**config.mk**
```make
export PLATFORM = sky130hd
export DESIGN_NAME = route_exact_match_table_core
export DESIGN_NICKNAME = d
export VERILOG_FILES = /design/src/rtl/remt_pkg.sv /design/src/rtl/remt_cell.sv /design/src/rtl/route_exact_match_table_core.sv
export SDC_FILE = /design/constraint.sdc
export NUM_CORES = 2
export LEC_CHECK = 0
export ABC_AREA = 1
export ABC_CLOCK_PERIOD_IN_PS = 7900
export BUFFER_PORTS_ARGS = -buffer_cell sky130_fd_sc_hd__buf_2
export CORE_MARGIN = 2
export CORE_UTILIZATION = 60
export DETAILED_ROUTE_END_ITERATION = 8
export GPL_ROUTABILITY_DRIVEN = 1
export PLACE_DENSITY_LB_ADDON = 0.05
export SYNTH_ARGS = -nofsm -noshare
export SYNTH_HDL_FRONTEND = slang
export SYNTH_SLANG_ARGS = --single-unit
export TNS_END_PERCENT = 50
```
**constraint.sdc**
```tcl
create_clock -name clk_i -period 7.9 [get_ports clk_i]
set_input_delay 0.79 -clock clk_i [delete_from_list [all_inputs] [get_ports clk_i]]
set_output_delay 0.79 -clock clk_i [all_outputs]
set_load 0.01 [all_outputs]
```
**src/rtl/remt_pkg.sv**
```systemverilog
package remt_pkg;

  // action codes carried by an input item
  typedef enum logic [1:0] {
    ACT_LOOKUP = 2'd0,
    ACT_ADD    = 2'd1,
    ACT_DELETE = 2'd2
  } remt_action_e;

  // result status codes
  typedef enum logic [1:0] {
    STAT_OK        = 2'd0,
    STAT_NOT_FOUND = 2'd1,
    STAT_FULL      = 2'd2
  } remt_status_e;

  // sequencer states
  typedef enum logic [1:0] {
    ST_IDLE,
    ST_CMP,
    ST_APPLY
  } remt_state_e;

  // per-cycle command broadcast to every cell
  typedef struct packed {
    logic cmp;  // capture key compare result
    logic add;  // shift toward the tail, new pair enters at the head
    logic del;  // close the gap at and after the newest match
  } remt_cmd_t;

endpackage

```
**src/rtl/remt_cell.sv**
```systemverilog
module remt_cell #(
  parameter int KEY_BITS   = 32,
  parameter int IFACE_BITS = 32
) (
  input  logic                  clk_i,
  input  logic                  rst_ni,
  input  remt_pkg::remt_cmd_t   cmd_i,
  input  logic [KEY_BITS-1:0]   op_key_i,
  // neighbor toward the head (newer)
  input  logic [KEY_BITS-1:0]   prev_key_i,
  input  logic [IFACE_BITS-1:0] prev_iface_i,
  input  logic                  prev_valid_i,
  // neighbor toward the tail (older)
  input  logic [KEY_BITS-1:0]   next_key_i,
  input  logic [IFACE_BITS-1:0] next_iface_i,
  input  logic                  next_valid_i,
  // match seen in any newer cell, and lookup result collected so far
  input  logic                  hit_before_i,
  input  logic [IFACE_BITS-1:0] res_i,
  output logic [KEY_BITS-1:0]   key_o,
  output logic [IFACE_BITS-1:0] iface_o,
  output logic                  valid_o,
  output logic                  hit_after_o,
  output logic [IFACE_BITS-1:0] res_o
);
  import remt_pkg::*;

  logic [KEY_BITS-1:0]   key_q;
  logic [IFACE_BITS-1:0] iface_q;
  logic                  valid_q;
  logic                  match_q;
  logic                  hit;

  // this cell holds the newest match when no newer cell matched
  assign hit         = match_q & ~hit_before_i;
  assign hit_after_o = hit_before_i | match_q;

  // control flops: valid bit and registered compare result
  always_ff @(posedge clk_i or negedge rst_ni) begin
    if (!rst_ni) begin
      valid_q <= 1'b0;
      match_q <= 1'b0;
    end else begin
      if (cmd_i.cmp) begin
        match_q <= valid_q && (key_q == op_key_i);
      end
      if (cmd_i.add) begin
        valid_q <= prev_valid_i;
      end else if (cmd_i.del && hit_after_o) begin
        valid_q <= next_valid_i;
      end
    end
  end

  // payload: shift in from a neighbor
  always_ff @(posedge clk_i) begin
    if (cmd_i.add) begin
      key_q   <= prev_key_i;
      iface_q <= prev_iface_i;
    end else if (cmd_i.del && hit_after_o) begin
      key_q   <= next_key_i;
      iface_q <= next_iface_i;
    end
  end

  assign key_o   = key_q;
  assign iface_o = iface_q;
  assign valid_o = valid_q;
  assign res_o   = res_i | (hit ? iface_q : '0);

endmodule

```
**src/rtl/route_exact_match_table_core.sv**
```systemverilog
// each item is captured on input transfer, compared in every cell, then applied
// and its result registered; a new item is taken only in idle, after the apply step,
// which waits while the output register still holds an untaken result
// every cell compares in parallel; the priority pick ripples through the row of cells
// reset clears all valid bits (empty table) and the output valid bit; no clearing pass
module route_exact_match_table_core #(
  parameter int ENTRIES    = 16,
  parameter int KEY_BITS   = 32,
  parameter int IFACE_BITS = 32
) (
  input  logic                  clk_i,
  input  logic                  rst_ni,
  input  logic                  in_valid_i,
  output logic                  in_stall_o,
  input  logic [1:0]            action_i,
  input  logic [KEY_BITS-1:0]   key_i,
  input  logic [IFACE_BITS-1:0] iface_in_i,
  output logic                  out_valid_o,
  input  logic                  out_stall_i,
  output logic [1:0]            status_o,
  output logic [IFACE_BITS-1:0] iface_out_o
);
  import remt_pkg::*;

  remt_state_e           state_q, state_d;
  remt_action_e          act_q;
  logic [KEY_BITS-1:0]   op_key_q;
  logic [IFACE_BITS-1:0] op_iface_q;
  logic                  out_valid_q, out_valid_d;
  remt_status_e          status_q, status_d;
  logic [IFACE_BITS-1:0] iface_out_q, iface_out_d;
  remt_cmd_t             cmd;
  logic                  in_xfer;
  logic                  out_free;
  logic                  any_hit;
  logic                  full;
  logic [IFACE_BITS-1:0] lookup_res;

  logic [ENTRIES-1:0][KEY_BITS-1:0]   key_w;
  logic [ENTRIES-1:0][IFACE_BITS-1:0] iface_w;
  logic [ENTRIES-1:0][IFACE_BITS-1:0] res_w;
  logic [ENTRIES-1:0]                 valid_w;
  logic [ENTRIES-1:0]                 hit_w;

  assign in_stall_o = (state_q != ST_IDLE);
  assign in_xfer    = in_valid_i && !in_stall_o;
  assign out_free   = !out_valid_q || !out_stall_i;

  // row of cells, cell 0 holds the newest entry
  for (genvar i = 0; i < ENTRIES; i++) begin : g_cell
    logic [KEY_BITS-1:0]   prev_key, next_key;
    logic [IFACE_BITS-1:0] prev_iface, next_iface, res_in;
    logic                  prev_valid, next_valid, hit_in;

    if (i == 0) begin : g_head
      assign prev_key   = op_key_q;
      assign prev_iface = op_iface_q;
      assign prev_valid = 1'b1;
      assign hit_in     = 1'b0;
      assign res_in     = '0;
    end else begin : g_mid
      assign prev_key   = key_w[i-1];
      assign prev_iface = iface_w[i-1];
      assign prev_valid = valid_w[i-1];
      assign hit_in     = hit_w[i-1];
      assign res_in     = res_w[i-1];
    end

    if (i == ENTRIES - 1) begin : g_tail
      assign next_key   = '0;
      assign next_iface = '0;
      assign next_valid = 1'b0;
    end else begin : g_body
      assign next_key   = key_w[i+1];
      assign next_iface = iface_w[i+1];
      assign next_valid = valid_w[i+1];
    end

    remt_cell #(
      .KEY_BITS  (KEY_BITS),
      .IFACE_BITS(IFACE_BITS)
    ) u_cell (
      .clk_i       (clk_i),
      .rst_ni      (rst_ni),
      .cmd_i       (cmd),
      .op_key_i    (op_key_q),
      .prev_key_i  (prev_key),
      .prev_iface_i(prev_iface),
      .prev_valid_i(prev_valid),
      .next_key_i  (next_key),
      .next_iface_i(next_iface),
      .next_valid_i(next_valid),
      .hit_before_i(hit_in),
      .res_i       (res_in),
      .key_o       (key_w[i]),
      .iface_o     (iface_w[i]),
      .valid_o     (valid_w[i]),
      .hit_after_o (hit_w[i]),
      .res_o       (res_w[i])
    );
  end

  assign any_hit    = hit_w[ENTRIES-1];
  assign full       = valid_w[ENTRIES-1];
  assign lookup_res = res_w[ENTRIES-1];

  // capture the operation on input transfer
  always_ff @(posedge clk_i) begin
    if (in_xfer) begin
      act_q      <= remt_action_e'(action_i);
      op_key_q   <= key_i;
      op_iface_q <= iface_in_i;
    end
  end

  // state and output registers
  always_ff @(posedge clk_i or negedge rst_ni) begin
    if (!rst_ni) begin
      state_q     <= ST_IDLE;
      out_valid_q <= 1'b0;
    end else begin
      state_q     <= state_d;
      out_valid_q <= out_valid_d;
    end
  end

  always_ff @(posedge clk_i) begin
    status_q    <= status_d;
    iface_out_q <= iface_out_d;
  end

  // sequencer: next state, cell commands and result
  always_comb begin
    state_d     = state_q;
    cmd         = '0;
    out_valid_d = out_valid_q && out_stall_i;
    status_d    = status_q;
    iface_out_d = iface_out_q;
    case (state_q)
      ST_IDLE: begin
        if (in_xfer) begin
          state_d = ST_CMP;
        end
      end
      ST_CMP: begin
        cmd.cmp = 1'b1;
        state_d = ST_APPLY;
      end
      ST_APPLY: begin
        if (out_free) begin
          out_valid_d = 1'b1;
          iface_out_d = '1;
          status_d    = STAT_NOT_FOUND;
          case (act_q)
            ACT_LOOKUP: begin
              if (any_hit) begin
                status_d    = STAT_OK;
                iface_out_d = lookup_res;
              end
            end
            ACT_ADD: begin
              if (full) begin
                status_d = STAT_FULL;
              end else begin
                status_d = STAT_OK;
                cmd.add  = 1'b1;
              end
            end
            ACT_DELETE: begin
              if (any_hit) begin
                status_d = STAT_OK;
                cmd.del  = 1'b1;
              end
            end
            default: begin
              status_d = STAT_NOT_FOUND;
            end
          endcase
          state_d = ST_IDLE;
        end
      end
      default: begin
        state_d = ST_IDLE;
      end
    endcase
  end

  assign out_valid_o = out_valid_q;
  assign status_o    = status_q;
  assign iface_out_o = iface_out_q;

endmodule

```
# Word-level counts from Yosys, hierarchy flattened
# Cells that the tools add are included.
# op_classes
n_eq_ne,22
n_reduce_logical,61
bitwise_logic,60
muxes,126
# op_table
operator,n
$mux W32,79
$eq A32 B32 Y1,16
$or A32 B32 Y32,15
$mux W1,40
$logic_and A1 B1 Y1,34
$reduce_bool A2 Y1,17
$and A1 B1 Y1,15
$not A1 Y1,15
$or A1 B1 Y1,15
$mux W2,5
$pmux W2 S3,1
$reduce_and A2 Y1,3
$eq A2 B1 Y1 const B,2
$eq A2 B2 Y1 const B,2
$logic_not A2 Y1,2
$ne A2 B2 Y1 const B,2
$pmux W2 S2,1
$logic_not A1 Y1,3
$reduce_or A2 Y1,1
$logic_or A1 B1 Y1,1
# totals
inputBits,70
regBits,1159
out_inout_bits,36
wordCells,340

# Logic depth before layout (Yosys ltp)
# logic_depth
ltp_word,22
depth_mapped,17
mapped_depth_nobuf,15

# Hierarchy
# Synthesis repeated with hierarchy kept, for this count alone.
# unflattened
cells_unflattened,7365
hier_area_um2,62877.8
# modules_own_cells
module,seq_area_each_um2,area_each_um2,instances,cells_per_inst
remt_cell,1971.9,3712.3,16,448
route_exact_match_table_core,3078.0,3480.8,1,197

# Worst setup path after synthesis
# OpenSTA, ideal clock, no wires.
# synth_path
path_kind,input -> register
start,input port out_stall_i
end,register g_cell[0].u_cell.iface_q[0] (enable)
required_time_ps,7326
path_stages,5
arrival_ps,6076
setup_slack_ps,1249
setup_time_ps,574
n_path_buf,0
path_cell_list,nand2_1 -> inv_1 -> nor3_1 -> nand3_2 -> o21ai_0
# synth_via
elab_chain_cells,6
# synth_rtl
item,line,text
from (decl),route_exact_match_table_core.sv:19,"input logic out_stall_i,"
$logic_not A1 Y1 (*),route_exact_match_table_core.sv:47,assign out_free = !out_valid_q || !out_stall_i;
$logic_or A1 B1 Y1 (*),route_exact_match_table_core.sv:47,
$mux W2 (*),route_exact_match_table_core.sv:150,if (out_free) begin
$mux W2 (*),route_exact_match_table_core.sv:139,case (state_q)
$logic_and A1 B1 Y1,remt_cell.sv:60,end else if (cmd_i.del && hit_after_o) begin
$reduce_bool A2 Y1 (no source line) (*),-,
to (signal assigned),remt_cell.sv:59,iface_q <= prev_iface_i;
to (signal assigned),remt_cell.sv:62,iface_q <= next_iface_i;
to (decl),remt_cell.sv:29,logic [IFACE_BITS-1:0] iface_q;
# Mark *: on every way between the ends. The rest lies on a longest branch, timed or not.
# A chain may end at the register's enable or synchronous reset.

# Worst setup path after layout
# layout_path
start,register act_q[0]
end,register g_cell[5].u_cell.iface_q[9] (enable)
# layout_via
elab_chain_cells,6
elab_cells_between_ends,8
classes_between,eq/ne (2); mux (4); reduce/logical (2)
# layout_rtl
item,line,text
from (decl),route_exact_match_table_core.sv:26,remt_action_e act_q;
from (signal assigned),route_exact_match_table_core.sv:110,act_q <= remt_action_e'(action_i);
$eq A2 B2 Y1,route_exact_match_table_core.sv:154,case (act_q)
$mux W1,route_exact_match_table_core.sv:154,
$mux W2 (*),route_exact_match_table_core.sv:150,
$mux W2 (*),route_exact_match_table_core.sv:139,
$logic_and A1 B1 Y1,remt_cell.sv:60,
$reduce_bool A2 Y1 (no source line) (*),-,
to (signal assigned),remt_cell.sv:59,
to (signal assigned),remt_cell.sv:62,
to (decl),remt_cell.sv:29,
# Marked as above.

==> reports/qor.yml <==
outcome:
  status: "complete, no violations"
power_and_ir_drop:
  ir_drop_v: 0.000204
  fin_total_pwr_uw: 15600
  power.leakage_uw: 0.0256
  cellPowerDensity_mw_per_mm2: 245
synth:
  synth_area_mm2: 0.0577
  synth_area_leaders: "edfxtp_1 (59%), nand2_1 (15%), o21ai_0 (5.7%)"
  syn-num-nets: 6425
  yosys.area.top_type: "edfxtp_1"
  seq_area_frac_synth: 0.600
  ys_ff_latch: 1159
  avgSynthCellArea_um2: 9.08
  ys_warn_count: 0
  synthDistinctLibCells: 37
  yosysTopAreaCellShare: 0.585
  synth_cells: 6355
placement:
  gp_congestion: 0.893
  dp_slack_ns: 3.71
  dpl-instance-area_mm2: 0.0591
  hpwlAfterDp_mm: 109
  io_buffer_count: 105
final_layout:
  multi_input_area_mm2: 0.0200
  n_antenna_cell: 0
  seqCellArea_mm2: 0.0346
  drive_gt1_frac: 0.0609
  stdcell_area_mm2: 0.0634
  fillers: 7701
  nNetsFinal: 6369
  flow.area_growth_from_synthesis_pct: 9.89
clocking:
  clk_pin_slew_ns: 0.06
  clk-insertion-delay-late_ns: 0.75
  htree_levels: 4
  cts_resized: 0
  tritoncts.num_buffers: 130
  cts_hold_buf: 0
  cts_tree: "yes"
  clock-root-buffer: "clkbuf_16"
  cts_buffer_depth: 3
  postCtsSetupRepairBufs: 0
  clock_sinks: 1159
worst_setup_path:
  critPathArrivalTime_ns: 4.65
  path_cells: "clkinv_1 -> nor2_1 -> inv_1 -> nor2_1 -> nand3_4 -> buf_4 -> nand2_4 -> buf_4"
  path_depth: 8
  path_buf_inv: 4
  crit_slowest_cell: "buf_4"
  worst-r2r-cell-count: 8
  endpoint_kind: "register"
  path_max_fanout: 86
  reg2reg_to: "g_cell[5].u_cell.iface_o[9]$_DFFE_PP_"
  critical_path_required_ns: 8.25
  reg2reg_slack_ns: 3.60
  crit_family: "buffers and inverters"
  crit_type: "register to register"
  rr_startpoint: "act_q[0]$_DFFE_PP_"
  cp_slowest_stage_delay_ns: 0.78
  start_kind: "register"
grt:
  track_usage: 0.343
  grt_pass1_vias: 43223
  overflow: 0
  antenna_found_initial: 3
  grt_start_max_net_pins: 279
  grt_pass1_wl_mm: 255
floorplan:
  die-area_mm2: 0.0986
  dieHeight_um: 314
  start_util: 0.606
  io_pins: 106
  dieWidth_um: 314
  core_mm2: 0.0952
  rows: 113
timing:
  worst_pin_slew_ns: 1.28
  rsz0062_at_grt: "false"
  hold-worst-slack_ns: 0.209
  fin_skew_ns: 0.0250
  tns_ns: 0
  setup_violations: 0
  final_max_slew_viol_count: 0
  fmaxAchievable_ghz: 0.233
  fin_ws_ns: 3.60
  finalHoldViolCount: 0
  min_period_ns: 4.30
  finalCritPeriodShare: 0.544
  slew_headroom: 0.135
hold_path:
  hold_path.class: "input pin to async pin"
flow_run:
  cap_violations: 0
route:
  vias: 44742
  via_per_inst: 5.84
  drt.antenna.violating_nets: 0
  routed_wl_mm: 169
  drc: 0
  first_pass_iters: 6
  wl_per_cell_um: 22.1
  first_iter_violations: 5197
cells in the final DEF (no fill, tap or decap), types with 2 or more instances in the layout:
cell | Yosys | layout
nand2_1 | 2359 | 2343
edfxtp_1 | 1124 | 1124
o21ai_0 | 659 | 658
nor2_1 | 508 | 499
inv_1 | 488 | 487
nand3_1 | 219 | 218
xnor2_1 | 185 | 185
xor2_1 | 149 | 149
clkbuf_16 | 0 | 143
buf_2 | 61 | 105
nand4_1 | 104 | 104
nor3_1 | 55 | 54
buf_4 | 0 | 50
clkinv_1 | 7 | 38
nor4_1 | 36 | 36
dfrtp_1 | 35 | 35
clkbuf_1 | 262 | 27
a21oi_1 | 25 | 25
clkinv_2 | 0 | 18
nand2_4 | 0 | 15
o22ai_1 | 12 | 12
bufinv_16 | 0 | 12
nor2_4 | 3 | 9
buf_12 | 0 | 7
or2_2 | 6 | 6
o2111ai_1 | 6 | 6
nor2_2 | 2 | 5
inv_2 | 4 | 4
o41ai_1 | 3 | 3
o32ai_1 | 3 | 3
nand3_4 | 1 | 2
nand4_4 | 2 | 2
nand3_2 | 2 | 2
nand2_2 | 1 | 2
per-stage QoR:
stage	utilization	cells
5_1_grt	0.666	7666
6_report	0.666	7666
3_5_place_dp	0.621	7432
2_1_floorplan	-	6355
4_1_cts	0.666	7666
3_3_place_gp	0.621	7432
synth_stat cells, drive strengths merged:
cell and count:
inv 492, o21ai 660, nand4 107, clkinv 7, nand3b 1, a211oi 1, or4 1, nand2 2360
xor2 149, nor2 514, xnor2 185, dfrtp 35, nand3 222, o32ai 3, nor4b 1, o41ai 3
nor3 55, o22ai 12, o2111ai 6, a21oi 25, nor4 36, edfxtp 1124, buf 88, or2 6
clkbuf 262
worst max-delay path by stage:
| stage | slack, ns | endpoint | from |
|---|---|---|---|
| 3_3_place_gp | 3.76 | g_cell[0].u_cell.key_o[13]$_DFFE_PP_ | act_q[0]$_DFFE_PP_ |
| 4_1_cts | 3.67 | g_cell[11].u_cell.iface_o[17]$_DFFE_PP_ | act_q[0]$_DFFE_PP_ |
| 3_5_place_dp | 3.71 | g_cell[0].u_cell.key_o[13]$_DFFE_PP_ | act_q[0]$_DFFE_PP_ |
| 6_report | 3.60 | g_cell[5].u_cell.iface_o[9]$_DFFE_PP_ | act_q[0]$_DFFE_PP_ |
| 2_1_floorplan | 1.25 | g_cell[0].u_cell.iface_o[0]$_DFFE_PP_ | out_stall_i |
| 5_1_grt | 3.37 | g_cell[11].u_cell.iface_o[17]$_DFFE_PP_ | act_q[0]$_DFFE_PP_ |
where the power goes:
part / total (uW) / switching, uW / internal, uW
registers: 7570 / 273 / 7290
clock network: 6180 / 2510 / 3670
logic: 1810 / 1310 / 501
total: 15600 / 4090 / 11500
kinds of logic after synthesis:
| family | Yosys count | share of synthesized area |
|---|---|---|
| DFF | 1159 | 0.600 |
| xor gates and xnor gates | 334 | 0.0507 |
| AOI/OAI and AO/OA | 710 | 0.0627 |
| buffers and inverters | 849 | 0.0567 |
| and+or+nand+nor | 3303 | 0.229 |
layer usage:
metal	part of all wire	global-route usage
met5	0.000047	0
met4	0.062	0.201
met1	0.38	0.436
met3	0.069	0.0457
met2	0.49	0.568
sequential cells by signal, summed over array words and instances (netlist names):
| register | cells |
|---|---|
| iface_out_o | 32 |
| g_cell.u_cell.match_q | 16 |
| g_cell.u_cell.iface_o | 512 |
| g_cell.u_cell.key_o | 512 |
| act_q | 2 |
| g_cell.u_cell.valid_o | 16 |
| g_cell.prev_key | 32 |
| state_q | 2 |
| g_cell.prev_iface | 32 |
| status_o | 2 |
| out_valid_o | 1 |
cell type report:
class	count	area share
well taps	1265	0.0250
repair buffers	162	0.0164
clock buffers	171	0.0583
inverters	499	0.0297
multi-input cells	4347	0.315
clock inverters	63	0.00920
flip-flops and latches	1159	0.546
worst register-to-register path, delay by kind of cell (launching register included):
kind	cells	cell delay [ns]
and+or+nand+nor	4	1.49
DFF	1	0.32
buffers and inverters	4	2.00
No activity file was read; power rests on OpenSTA's default activity.
